==> config.mk <==
export PLATFORM = sky130hd
export DESIGN_NAME = conv_tile_window_planner
export DESIGN_NICKNAME = d
export VERILOG_FILES = /design/src/hdl/ctwp_pkg.sv /design/src/hdl/ctwp_div.sv /design/src/hdl/conv_tile_window_planner.sv
export SDC_FILE = /design/constraint.sdc
export NUM_CORES = 2
export LEC_CHECK = 0
export BUFFER_PORTS_ARGS = -buffer_cell sky130_fd_sc_hd__buf_2
export CAP_MARGIN = 15
export CORE_UTILIZATION = 55
export DETAILED_ROUTE_END_ITERATION = 10
export PLACE_DENSITY = 0.8
export SYNTH_ARGS = -nofsm -noshare
export SYNTH_HDL_FRONTEND = slang
export SYNTH_HIERARCHICAL = 1
export SYNTH_SLANG_ARGS = --single-unit
==> constraint.sdc <==
create_clock -name clk -period 13.35 [get_ports clk]
set_input_delay 1.335 -clock clk [delete_from_list [all_inputs] [get_ports clk]]
set_output_delay 1.335 -clock clk [all_outputs]
set_load 0.01 [all_outputs]
==> src/hdl/ctwp_pkg.sv <==
// Shared types, constants and helpers of the convolution tile window planner.
package ctwp_pkg;

  localparam int IdxW    = 20;
  localparam int DimW    = 11;
  localparam int CoordW  = 10;
  localparam int TileW   = 5;
  localparam int DivStep = 4;
  localparam int DivStages = IdxW / DivStep;
  localparam int RecipW  = 17;
  localparam int RecipShift = 16;

  localparam logic [DimW-1:0]  MaxDim  = 11'd1024;
  localparam logic [TileW-1:0] MaxTile = 5'd16;

  // floor(2^16 / n) for tile sizes 1 to 16; other entries are zero.
  localparam logic [RecipW-1:0] RecipTab [32] = '{
    17'd0,     17'd65536, 17'd32768, 17'd21845, 17'd16384, 17'd13107, 17'd10922,
    17'd9362,  17'd8192,  17'd7281,  17'd6553,  17'd5957,  17'd5461,  17'd5041,
    17'd4681,  17'd4369,  17'd4096,  17'd0,     17'd0,     17'd0,     17'd0,
    17'd0,     17'd0,     17'd0,     17'd0,     17'd0,     17'd0,     17'd0,
    17'd0,     17'd0,     17'd0,     17'd0
  };

  typedef enum logic [1:0] {
    StOk     = 2'd0,
    StHint   = 2'd1,
    StGrid   = 2'd2,
    StWindow = 2'd3
  } status_t;

  typedef enum logic [2:0] {
    RegOutWidth  = 3'd0,
    RegOutHeight = 3'd1,
    RegInWidth   = 3'd2,
    RegInHeight  = 3'd3,
    RegTileHint  = 3'd4,
    RegStride    = 3'd5,
    RegKernel    = 3'd6,
    RegPadding   = 3'd7
  } reg_idx_t;

  // One stage of the tile index divider: dividend bits shift out of nq at the
  // top while quotient bits shift in at the bottom.
  typedef struct packed {
    logic [IdxW-1:0] nq;
    logic [DimW-1:0] rem;
    logic [DimW-1:0] den;
    logic [DimW-1:0] rows;
  } div_t;

  function automatic logic [DimW-1:0] sat_dim(input logic [DimW-1:0] v);
    return (v > MaxDim) ? MaxDim : v;
  endfunction

endpackage

==> src/hdl/ctwp_div.sv <==
// Pipelined restoring divider that splits the tile index into row and column.
module ctwp_div (
  input  logic                                clk,
  input  logic [ctwp_pkg::DivStages-1:0]      en,
  input  ctwp_pkg::div_t                      d_in,
  output ctwp_pkg::div_t                      d_out
);
  import ctwp_pkg::*;

  div_t st [DivStages];

  function automatic div_t div_stage(input div_t d);
    div_t r;
    logic [DimW:0] trial;
    logic [DimW:0] diff;
    r = d;
    for (int b = 0; b < DivStep; b++) begin
      trial = {r.rem, r.nq[IdxW-1]};
      diff  = trial - {1'b0, r.den};
      if (trial >= {1'b0, r.den}) begin
        r.rem = diff[DimW-1:0];
        r.nq  = {r.nq[IdxW-2:0], 1'b1};
      end else begin
        r.rem = trial[DimW-1:0];
        r.nq  = {r.nq[IdxW-2:0], 1'b0};
      end
    end
    return r;
  endfunction

  for (genvar k = 0; k < DivStages; k++) begin : g_stage
    if (k == 0) begin : g_first
      always_ff @(posedge clk) begin
        if (en[k]) begin
          st[k] <= div_stage(d_in);
        end
      end
    end else begin : g_next
      always_ff @(posedge clk) begin
        if (en[k]) begin
          st[k] <= div_stage(st[k-1]);
        end
      end
    end
  end

  assign d_out = st[DivStages-1];

endmodule

==> src/hdl/conv_tile_window_planner.sv <==
// Top level of the convolution tile window planner: registers, pipeline, outputs.
//
// Usage: program the layer geometry over the APB-style port while no word is in
// flight, then send tile numbers on the input channel (in_valid, in_stall,
// tile_number). For each accepted word one result word leaves on the output
// channel (out_valid, out_stall, status and the tile and window fields).
// The pipeline has eleven register stages: stage 1, stage 2, the five divider
// stages, E1, E2, E3 and the output register. One word is taken per cycle while
// out_stall does not hold the pipeline; the rate is set by the five-stage index
// divider, which retires four quotient bits per stage.
// Each stage holds its own valid bit. When out_stall is high the output word
// holds, and stages behind it keep moving until they close up on it; in_stall
// rises only when every stage is full. No word is lost or repeated.
// Reset clears all valid bits and returns the registers to their defaults:
// 1x1 tensors, tile hint 0 (16x16 tiles), stride 1, kernel 1, no padding.
// An error status forces every other output field of that word to zero.
module conv_tile_window_planner (
  input  logic                          clk,
  input  logic                          rst,
  input  logic                          psel,
  input  logic                          penable,
  input  logic                          pwrite,
  input  logic [4:0]                    paddr,
  input  logic [31:0]                   pwdata,
  output logic [31:0]                   prdata,
  output logic                          pready,
  input  logic                          in_valid,
  output logic                          in_stall,
  input  logic [ctwp_pkg::IdxW-1:0]     tile_number,
  output logic                          out_valid,
  input  logic                          out_stall,
  output logic [1:0]                    status,
  output logic [ctwp_pkg::CoordW-1:0]   out_x,
  output logic [ctwp_pkg::CoordW-1:0]   out_y,
  output logic [ctwp_pkg::TileW-1:0]    out_w,
  output logic [ctwp_pkg::TileW-1:0]    out_h,
  output logic [ctwp_pkg::CoordW-1:0]   in_x,
  output logic [ctwp_pkg::CoordW-1:0]   in_y,
  output logic [ctwp_pkg::DimW-1:0]     in_w,
  output logic [ctwp_pkg::DimW-1:0]     in_h
);
  import ctwp_pkg::*;

  localparam int StS1  = 0;
  localparam int StS2  = 1;
  localparam int StDiv = 2;
  localparam int StE1  = StDiv + DivStages;
  localparam int StE2  = StE1 + 1;
  localparam int StE3  = StE2 + 1;
  localparam int StOut = StE3 + 1;
  localparam int NStg  = StOut + 1;

  // Configuration registers.
  logic [DimW-1:0] out_width, out_height, in_width, in_height;
  logic [9:0]      tile_hint;
  logic [1:0]      stride, kernel_size, padding;

  logic     wr_en;
  reg_idx_t reg_idx;

  assign pready  = 1'b1;
  assign wr_en   = psel && penable && pwrite && pready;
  assign reg_idx = reg_idx_t'(paddr[4:2]);

  always_ff @(posedge clk) begin
    if (rst) begin
      out_width   <= 11'd1;
      out_height  <= 11'd1;
      in_width    <= 11'd1;
      in_height   <= 11'd1;
      tile_hint   <= '0;
      stride      <= 2'd1;
      kernel_size <= 2'd1;
      padding     <= '0;
    end else if (wr_en) begin
      unique case (reg_idx)
        RegOutWidth:  out_width   <= pwdata[DimW-1:0];
        RegOutHeight: out_height  <= pwdata[DimW-1:0];
        RegInWidth:   in_width    <= pwdata[DimW-1:0];
        RegInHeight:  in_height   <= pwdata[DimW-1:0];
        RegTileHint:  tile_hint   <= pwdata[9:0];
        RegStride:    stride      <= pwdata[1:0];
        RegKernel:    kernel_size <= pwdata[1:0];
        RegPadding:   padding     <= pwdata[1:0];
        default:      ;
      endcase
    end
  end

  always_comb begin
    unique case (reg_idx)
      RegOutWidth:  prdata = {21'b0, out_width};
      RegOutHeight: prdata = {21'b0, out_height};
      RegInWidth:   prdata = {21'b0, in_width};
      RegInHeight:  prdata = {21'b0, in_height};
      RegTileHint:  prdata = {22'b0, tile_hint};
      RegStride:    prdata = {30'b0, stride};
      RegKernel:    prdata = {30'b0, kernel_size};
      RegPadding:   prdata = {30'b0, padding};
      default:      prdata = '0;
    endcase
  end

  // Geometry derived from the registers. The user must change the registers only
  // while the pipeline is empty (the block does not enforce this), so every stage may use these directly.
  logic [TileW-1:0] hint_w, hint_h, tw, th;
  logic             hint_bad;
  logic [DimW-1:0]  ow, oh, iw, ih;
  logic [DimW:0]    nw_sum, nh_sum;
  logic [DimW-1:0]  nw, nh;

  always_comb begin
    hint_w   = tile_hint[4:0];
    hint_h   = tile_hint[9:5];
    tw       = (hint_w == '0) ? MaxTile : hint_w;
    th       = (hint_h == '0) ? MaxTile : hint_h;
    hint_bad = (tw > MaxTile) || (th > MaxTile);
    ow       = sat_dim(out_width);
    oh       = sat_dim(out_height);
    iw       = sat_dim(in_width);
    ih       = sat_dim(in_height);
    nw_sum   = {1'b0, ow} + {7'b0, tw} - 12'd1;
    nh_sum   = {1'b0, oh} + {7'b0, th} - 12'd1;
    nw       = nw_sum[DimW-1:0];
    nh       = nh_sum[DimW-1:0];
  end

  // Stage valid bits and the enable chain.
  logic [NStg-1:0] v, en;

  always_comb begin
    en[StOut] = !v[StOut] || !out_stall;
    for (int k = NStg - 2; k >= 0; k--) begin
      en[k] = !v[k] || en[k+1];
    end
  end

  always_ff @(posedge clk) begin
    if (rst) begin
      v <= '0;
    end else begin
      v <= (v & ~en) | ({v[NStg-2:0], in_valid} & en);
    end
  end

  assign in_stall  = !en[StS1];
  assign out_valid = v[StOut];

  // Stage 1: reciprocal estimate of the tile grid size.
  logic [IdxW-1:0] s1_idx;
  logic [DimW-1:0] s1_est_w, s1_est_h;
  logic [27:0]     prod_w, prod_h;

  always_comb begin
    prod_w = {17'b0, nw} * {11'b0, RecipTab[tw]};
    prod_h = {17'b0, nh} * {11'b0, RecipTab[th]};
  end

  always_ff @(posedge clk) begin
    if (en[StS1]) begin
      s1_idx   <= tile_number;
      s1_est_w <= prod_w[RecipShift+DimW-1:RecipShift];
      s1_est_h <= prod_h[RecipShift+DimW-1:RecipShift];
    end
  end

  // Stage 2: the estimate is at most one short; fix it with one compare.
  logic [15:0]     chk_w, chk_h, res_w, res_h;
  logic [DimW-1:0] cols, rows;
  logic [IdxW-1:0] s2_idx;
  logic [DimW-1:0] s2_cols, s2_rows;

  always_comb begin
    chk_w = {5'b0, s1_est_w} * {11'b0, tw};
    chk_h = {5'b0, s1_est_h} * {11'b0, th};
    res_w = {5'b0, nw} - chk_w;
    res_h = {5'b0, nh} - chk_h;
    cols  = (res_w >= {11'b0, tw}) ? s1_est_w + 11'd1 : s1_est_w;
    rows  = (res_h >= {11'b0, th}) ? s1_est_h + 11'd1 : s1_est_h;
  end

  always_ff @(posedge clk) begin
    if (en[StS2]) begin
      s2_idx  <= s1_idx;
      s2_cols <= cols;
      s2_rows <= rows;
    end
  end

  // Divider stages: tile row = index / cols, tile column = index % cols.
  div_t div_in, div_out;

  always_comb begin
    div_in.nq   = s2_idx;
    div_in.rem  = '0;
    div_in.den  = s2_cols;
    div_in.rows = s2_rows;
  end

  ctwp_div u_div (
    .clk   (clk),
    .en    (en[StDiv +: DivStages]),
    .d_in  (div_in),
    .d_out (div_out)
  );

  // Stage E1: grid check and tile origin.
  logic              grid_err;
  logic [14:0]       ox_prod, oy_prod;
  logic              e1_grid_err;
  logic [CoordW-1:0] e1_ox, e1_oy;

  always_comb begin
    grid_err = (div_out.den == '0) || (div_out.nq >= IdxW'(div_out.rows));
    ox_prod  = {5'b0, div_out.rem[CoordW-1:0]} * {10'b0, tw};
    oy_prod  = {5'b0, div_out.nq[CoordW-1:0]} * {10'b0, th};
  end

  always_ff @(posedge clk) begin
    if (en[StE1]) begin
      e1_grid_err <= grid_err;
      e1_ox       <= ox_prod[CoordW-1:0];
      e1_oy       <= oy_prod[CoordW-1:0];
    end
  end

  // Stage E2: trim tiles on the right and bottom edges.
  logic [DimW-1:0]   left_w, left_h;
  logic [TileW-1:0]  otw, oth;
  logic              e2_grid_err;
  logic [CoordW-1:0] e2_ox, e2_oy;
  logic [TileW-1:0]  e2_otw, e2_oth;

  always_comb begin
    left_w = ow - {1'b0, e1_ox};
    left_h = oh - {1'b0, e1_oy};
    otw    = (left_w < {6'b0, tw}) ? left_w[TileW-1:0] : tw;
    oth    = (left_h < {6'b0, th}) ? left_h[TileW-1:0] : th;
  end

  always_ff @(posedge clk) begin
    if (en[StE2]) begin
      e2_grid_err <= e1_grid_err;
      e2_ox       <= e1_ox;
      e2_oy       <= e1_oy;
      e2_otw      <= otw;
      e2_oth      <= oth;
    end
  end

  // Stage E3: first and last output positions scaled by the stride.
  logic [DimW-1:0]   xl, yl;
  logic [12:0]       px0, px1, py0, py1;
  logic              e3_grid_err;
  logic [CoordW-1:0] e3_ox, e3_oy;
  logic [TileW-1:0]  e3_otw, e3_oth;
  logic [12:0]       e3_px0, e3_px1, e3_py0, e3_py1;

  always_comb begin
    xl  = {1'b0, e2_ox} + {6'b0, e2_otw} - 11'd1;
    yl  = {1'b0, e2_oy} + {6'b0, e2_oth} - 11'd1;
    px0 = {3'b0, e2_ox} * {11'b0, stride};
    py0 = {3'b0, e2_oy} * {11'b0, stride};
    px1 = {2'b0, xl} * {11'b0, stride};
    py1 = {2'b0, yl} * {11'b0, stride};
  end

  always_ff @(posedge clk) begin
    if (en[StE3]) begin
      e3_grid_err <= e2_grid_err;
      e3_ox       <= e2_ox;
      e3_oy       <= e2_oy;
      e3_otw      <= e2_otw;
      e3_oth      <= e2_oth;
      e3_px0      <= px0;
      e3_px1      <= px1;
      e3_py0      <= py0;
      e3_py1      <= py1;
    end
  end

  // Stage E4: apply padding and kernel, clamp to the input tensor, pick the status.
  logic signed [14:0] x0, y0, x1, y1, iw_s, ih_s, span_x, span_y;
  logic               win_bad;
  status_t            st;

  always_comb begin
    iw_s = {4'b0, iw};
    ih_s = {4'b0, ih};
    x0   = {2'b0, e3_px0};
    y0   = {2'b0, e3_py0};
    x0   = x0 - {14'b0, padding[0]};
    y0   = y0 - {14'b0, padding[1]};
    x1   = {2'b0, e3_px1};
    y1   = {2'b0, e3_py1};
    x1   = x1 - {14'b0, padding[0]} + {13'b0, kernel_size};
    y1   = y1 - {14'b0, padding[1]} + {13'b0, kernel_size};
    if (x0 < 0) begin
      x0 = '0;
    end
    if (y0 < 0) begin
      y0 = '0;
    end
    if (x1 > iw_s) begin
      x1 = iw_s;
    end
    if (y1 > ih_s) begin
      y1 = ih_s;
    end
    win_bad = (x1 <= x0) || (y1 <= y0);
    span_x  = x1 - x0;
    span_y  = y1 - y0;
    priority if (hint_bad) begin
      st = StHint;
    end else if (e3_grid_err) begin
      st = StGrid;
    end else if (win_bad) begin
      st = StWindow;
    end else begin
      st = StOk;
    end
  end

  always_ff @(posedge clk) begin
    if (en[StOut]) begin
      status <= st;
      if (st == StOk) begin
        out_x <= e3_ox;
        out_y <= e3_oy;
        out_w <= e3_otw;
        out_h <= e3_oth;
        in_x  <= x0[CoordW-1:0];
        in_y  <= y0[CoordW-1:0];
        in_w  <= span_x[DimW-1:0];
        in_h  <= span_y[DimW-1:0];
      end else begin
        out_x <= '0;
        out_y <= '0;
        out_w <= '0;
        out_h <= '0;
        in_x  <= '0;
        in_y  <= '0;
        in_w  <= '0;
        in_h  <= '0;
      end
    end
  end

  // An empty output slot lets the whole pipeline move.
  a_no_stall_when_empty: assert property (@(posedge clk) disable iff (rst)
    !out_valid |-> !in_stall)
    else $error("input stalled while the output stage is empty");

  a_error_zeroes_fields: assert property (@(posedge clk) disable iff (rst)
    (out_valid && status != StOk) |->
      (out_w == '0 && out_h == '0 && in_w == '0 && in_h == '0))
    else $error("error word carries nonzero sizes");

  a_ok_nonempty: assert property (@(posedge clk) disable iff (rst)
    (out_valid && status == StOk) |->
      (out_w != '0 && out_h != '0 && in_w != '0 && in_h != '0))
    else $error("ok word with an empty tile or window");

endmodule
### Word level (Yosys, flattened, before mapping)

Memory sizes are Yosys's and may differ from the RTL's.
Index checks and enable logic that the tools add are counted.

* bits in registers: 362
* bits in latches: 0
* memory bits (writable): 265
* memory bits (read-only): 1088
* bits of input ports: 64
* output and inout bits: 109
* logic and storage cells: 262
* memories kept: 3

Memory list
* (name not given): depth 32, bits a word 17, rd ports 1, clocked after memory_dff 0, write ports 0, RTL line conv_tile_window_planner.sv:156 `prod_h = {17'b0, nh} * {11'b0, RecipTab[th]};`
* (name not given): depth 32, bits a word 17, rd ports 1, clocked after memory_dff 0, write ports 0, RTL line conv_tile_window_planner.sv:155 `prod_w = {17'b0, nw} * {11'b0, RecipTab[tw]};`
* u_div.st: depth 5, bits a word 53, rd ports 5, clocked after memory_dff 0, write ports 5, RTL line ctwp_div.sv:10 `div_t st [DivStages];`

* add/sub/neg operators: 42
* $mul: 10
* div/mod/pow operators: 0
* $lt $le $gt $ge: 39
* eq/ne operators: 7
* shift operators: 0
* multiplexer cells: 72
* bitwise operators: 6
* reduce and logical (&&, ||, !) cells: 42

Operators by type and width (count)
* $mux W31: 20
* $pmux W32 S8: 1
* $mux W12: 20
* $sub A11 B11 Y11: 21
* $ge A12 B11 Y1: 19
* $mux W17: 4
* $mux W11: 6
* $mux W15: 4
* $mul A11 B17 Y27: 2
* $gt A11 B11 Y1 const B: 4
* $sub A11 B1 Y11 const B: 4
* $ge A16 B5 Y1: 2
* $mul A11 B5 Y16: 2
* $sub A11 B16 Y16: 2
* $add A14 B3 Y15: 2
* $gt A15 B12 Y1: 2
* $le A15 B15 Y1: 2
* $sub A13 B1 Y14: 2
* $lt A13 B1 Y1 const B: 2
* $mul A11 B2 Y13: 2
* $sub A12 B1 Y13: 2
* $mul A10 B2 Y12: 2
* $add A10 B5 Y11: 2
* $add A11 B1 Y11 const B: 2
* other kinds (27): 87

### Logic depth before layout (Yosys ltp)

* depth in word-level cells: 20
* depth in mapped cells: 46
* gate-level depth less buffers: 42

### Cells and area by module

The synthesis kept the hierarchy.

By module, submodules not included
* conv_tile_window_planner: times used 1, cells an instance 4286, area each 39675.6 um^2, sequential area each 10159.7 um^2
* ctwp_div: times used 1, cells an instance 2032, area each 20672.3 um^2, sequential area each 7957.6 um^2

### Worst setup path after synthesis

Ideal clock, no wire load.

* path kind: flip-flop to flip-flop
* from: register s2_cols[0]
* to: memory u_div/st[0][24] (netlist bit) (data pin)
* setup time: 260 ps
* arrival time: 9152 ps
* required time: 13090 ps
* setup slack: 3938 ps
* cell stages (with the launch flop): 38
* buffers on the path: 2
* clock period less this slack: 9412 ps
* cells stage by stage: edfxtp_1 -> ha_1 -> fa_1 -> nand2b_1 -> a211oi_2 -> nor3_1 -> o211ai_1 -> clkbuf_1 -> a21oi_1 -> fa_1 -> a21o_1 -> a221oi_1 -> a211oi_1 -> o21a_1 -> a311oi_2 -> inv_1 -> mux2_2 -> ha_1 -> (+2 left out) -> o31a_1 -> o21ai_0 -> a21boi_0 -> o221a_2 -> a311oi_4 -> buf_2 -> mux2_2 -> fa_1 -> nor2b_1 -> o21ai_0 -> a21boi_0 -> o21ai_0 -> a21oi_1 -> a211oi_1 -> o311ai_0 -> mux2i_1 -> inv_2 -> mux2_2

RTL lines
* from (decl): RTL line conv_tile_window_planner.sv:171 `logic [DimW-1:0] s2_cols, s2_rows;`
* from (signal assigned): RTL line conv_tile_window_planner.sv:185 `s2_cols <= cols;`
* to (decl): RTL line ctwp_div.sv:10

==> results_tabular.tex <==
\begin{tabular}{lr}
\hline
Metric & Value \\
\hline
\multicolumn{2}{l}{\textbf{Outcome}} \\
\quad Outcome & finished, final reports clean \\
\multicolumn{2}{l}{\textbf{Floorplan}} \\
\quad Number of core rows & 121 \\
\quad Horiz. Die Dim & 333 µm \\
\quad Area of the core & 109000 µm² \\
\quad Die extent in y & 333 µm \\
\quad Count of boundary I/O pins & 173 \\
\quad DIE AREA & 111000 µm² \\
\quad Effective utilization at floorplan & 55.5\% \\
\multicolumn{2}{l}{\textbf{Clock tree}} \\
\quad Insertion delay of the later-clocked pin in the worst-skew pair & 0.66 ns \\
\quad Clock slew seen by the registers of the worst setup and hold paths & 0.07 ns \\
\quad CTS Buffer Depth & 3 \\
\quad Clock tree from TritonCTS & yes \\
\quad Number of gates given a new drive strength after cts & 0 \\
\quad Number of buffers added by the clock tree synthesis step & 68 \\
\quad Quantity of hold-fixing buffers added after cts & 0 \\
\quad Total number of clock tree sinks & 626 \\
\quad Setup bufs post-CTS & 0 \\
\quad Total number of H-tree levels & 3 \\
\quad Root Driver & sky130\_fd\_sc\_hd\_\_clkbuf\_16 \\
\multicolumn{2}{l}{\textbf{Worst setup path}} \\
\quad Worst stage delay on the critical path & 0.78 ns \\
\quad Crit-path slowest cell & sky130\_fd\_sc\_hd\_\_nor2\_1 \\
\quad End of the critical path & u\_div/st[0][183] \\
\quad Data arrival, critical path & 11.78 ns \\
\quad Kind of start point of the critical path & flop \\
\quad FF-to-FF End & u\_div/st[0][183] \\
\quad Start point of the critical path & u\_div/st[0][117] \\
\quad Path type of the worst setup path & flop to flop \\
\quad CP top delay family & compound AO/OA/AOI/OAI gates \\
\quad Largest driver fanout on the critical path & 14 \\
\quad Worst-case reg-to-reg path depth & 41 \\
\quad Critical path required time & 13.70 ns \\
\quad Setup slack of the most critical reg-to-reg path & 1.93 ns \\
\quad Critical path's most frequent cell & sky130\_fd\_sc\_hd\_\_a21oi\_1 \\
\quad Critical path buffer and inverter count & 4 \\
\quad Critical register-to-register path startpoint & u\_div/st[0][117] \\
\quad CP Capture Type & flop \\
\quad Crit. path cell count & 41 \\
\multicolumn{2}{l}{\textbf{Worst hold path}} \\
\quad Hold Crit Class & flop to flop \\
\multicolumn{2}{l}{\textbf{Final layout}} \\
\quad Fillcell total & 8844 \\
\quad Multi-input combinational cell area & 37800 µm² \\
\quad Post-layout nets & 7439 \\
\quad Share of final-layout standard cells stronger than drive strength 1 & 7.65\% \\
\quad Register cell area after layout & 18100 µm² \\
\quad Antenna diode count & 0 \\
\quad Area growth from synthesis to final layout & 6.59\% \\
\quad Final cell count without fillers & 7809 \\
\quad Post-Route Utilization & 59.1\% \\
\multicolumn{2}{l}{\textbf{Synthesis}} \\
\quad Count of warnings emitted by yosys & 6 \\
\quad Post-Synthesis Cell Area & 60300 µm² \\
\quad Mean instance size in the synthesized netlist & 9.55 µm² \\
\quad Gate count of the mapped netlist & 6312 \\
\multicolumn{2}{l}{\textbf{Route}} \\
\quad Vias per std cell & 5.77 \\
\quad Total iterations of the first detailed-routing run & 6 \\
\quad Remaining number of nets flagged by the antenna check after routing & 0 \\
\quad Vias & 45060 \\
\quad Remaining DRCs & 0 \\
\quad Starting DRT DRC Count & 3135 \\
\quad Avg WL per Cell & 18.0 µm \\
\quad Final Routed Wirelength & 140000 µm \\
\multicolumn{2}{l}{\textbf{Global routing}} \\
\quad Total congestion overflow after global routing & 0 \\
\quad Initial antenna violation count & 0 \\
\quad Pin count of the biggest net entering global routing & 82 \\
\quad Via count of the first global-routing pass & 44966 \\
\quad Wire length of the first global-routing pass & 228000 µm \\
\quad Global routing usage summed across all routing layers & 25.3\% \\
\multicolumn{2}{l}{\textbf{Placement}} \\
\quad Worst slack after detailed placement & 1.99 ns \\
\quad Placed cells & 7683 \\
\quad Count of port buffers added during placement & 127 \\
\quad Final GP Congestion & 0.944 \\
\quad HPWL after detailed placement & 110000 µm \\
\multicolumn{2}{l}{\textbf{Timing}} \\
\quad Number of pins with negative max-slew slack in the final report & 0 \\
\quad Setup TNS Final & 0 ns \\
\quad Period utilization & 85.6\% \\
\quad Relative slew slack & 22.8\% \\
\quad Min setup slack post-route & 1.93 ns \\
\quad Setup repair after global routing missed its margin & no \\
\quad Final hold vios & 0 \\
\quad Post-layout minimum cycle time & 11.42 ns \\
\quad Worst clock skew on the final layout & 0.0392 ns \\
\quad Worst-margin pin slew & 1.15 ns \\
\quad Setup violations, final & 0 \\
\quad Upper clock frequency limit & 87.5 MHz \\
\multicolumn{2}{l}{\textbf{Job}} \\
\quad Maxcap violations & 0 \\
\hline
\end{tabular}
==> placed cells by master (no fill, tap or decap), drive strengths merged, types with 121 or more instances in the layout <==
cell type	n
o21ai	212
a21oi	303
nand2	504
buf	173
nor2	520
xor2	121
fa	404
xnor2	240
nand2b	136
inv	904
and2	174
ha	628
edfxtp	555
==> layout make-up <==
cell class | count | share of cell area, %
inverter | 901 | 5.26
sequential | 626 | 28.2
tap | 1414 | 2.75
clock buffer | 82 | 2.85
multi-input combinational | 4573 | 58.8
timing repair buffer | 173 | 1.55
clock inverter | 40 | 0.660
==> stage by stage <==
stage / hold WS, ns / area [µm²]
after floorplan: 0.400 / 60400
after global placement: 0.401 / 61900
after detailed placement: 0.405 / 61900
after CTS: 0.414 / 64200
after global routing: 0.423 / 64300
final: 0.408 / 64300
==> routing by layer <==
| metal | routed length [µm] | vias to the layer above | GRT usage [%] | part of all wire, % |
|---|---|---|---|---|
| li1 | - | 21406 | - | - |
| met1 | 57200 | 21915 | 31.5 | 41 |
| met2 | 69400 | 1433 | 44.5 | 50 |
| met3 | 8850 | 306 | 3.80 | 6.3 |
| met4 | 4740 | 0 | 8.86 | 3.4 |
| met5 | 0 | - | 0 | 0 |
==> state kept, by name (all words and copies together), names as in the netlist, 12 cells and up, named ones only <==
| name | count |
|---|---|
| s1_idx | 20 |
| e3_px0 | 12 |
| e3_px1 | 13 |
| e3_py1 | 13 |
| e3_py0 | 12 |
| s2_idx | 20 |
| u_div/st | 264 |
==> worst min path at each step <==
stage	cells after the start	slack [ns]	to	from
5_1_grt	0	0.42	u_div/st[0][211]	u_div/st[0][154]
6_report	0	0.41	u_div/st[0][148]	u_div/st[0][91]
4_1_cts	0	0.41	s2_idx[15]	s1_idx[15]
3_3_place_gp	0	0.40	u_div/st[0][204]	u_div/st[0][147]
3_5_place_dp	0	0.40	s2_idx[1]	s1_idx[1]
2_1_floorplan	0	0.40	e2_grid_err	e1_grid_err
==> worst register-to-register path, delay by kind of cell (launching register included) <==
kind	cells	cell delay, ns
and+or+nand+nor	7	1.97
adders and majority gates	5	1.61
DFF	1	0.52
AOI/OAI and AO/OA	24	5.52
muxes	1	0.38
buffers and inverters	4	1.17
Power is left out: the tool's default activity adds up to more than one toggle a clock period on the data nets, which glitch-free logic cannot reach.
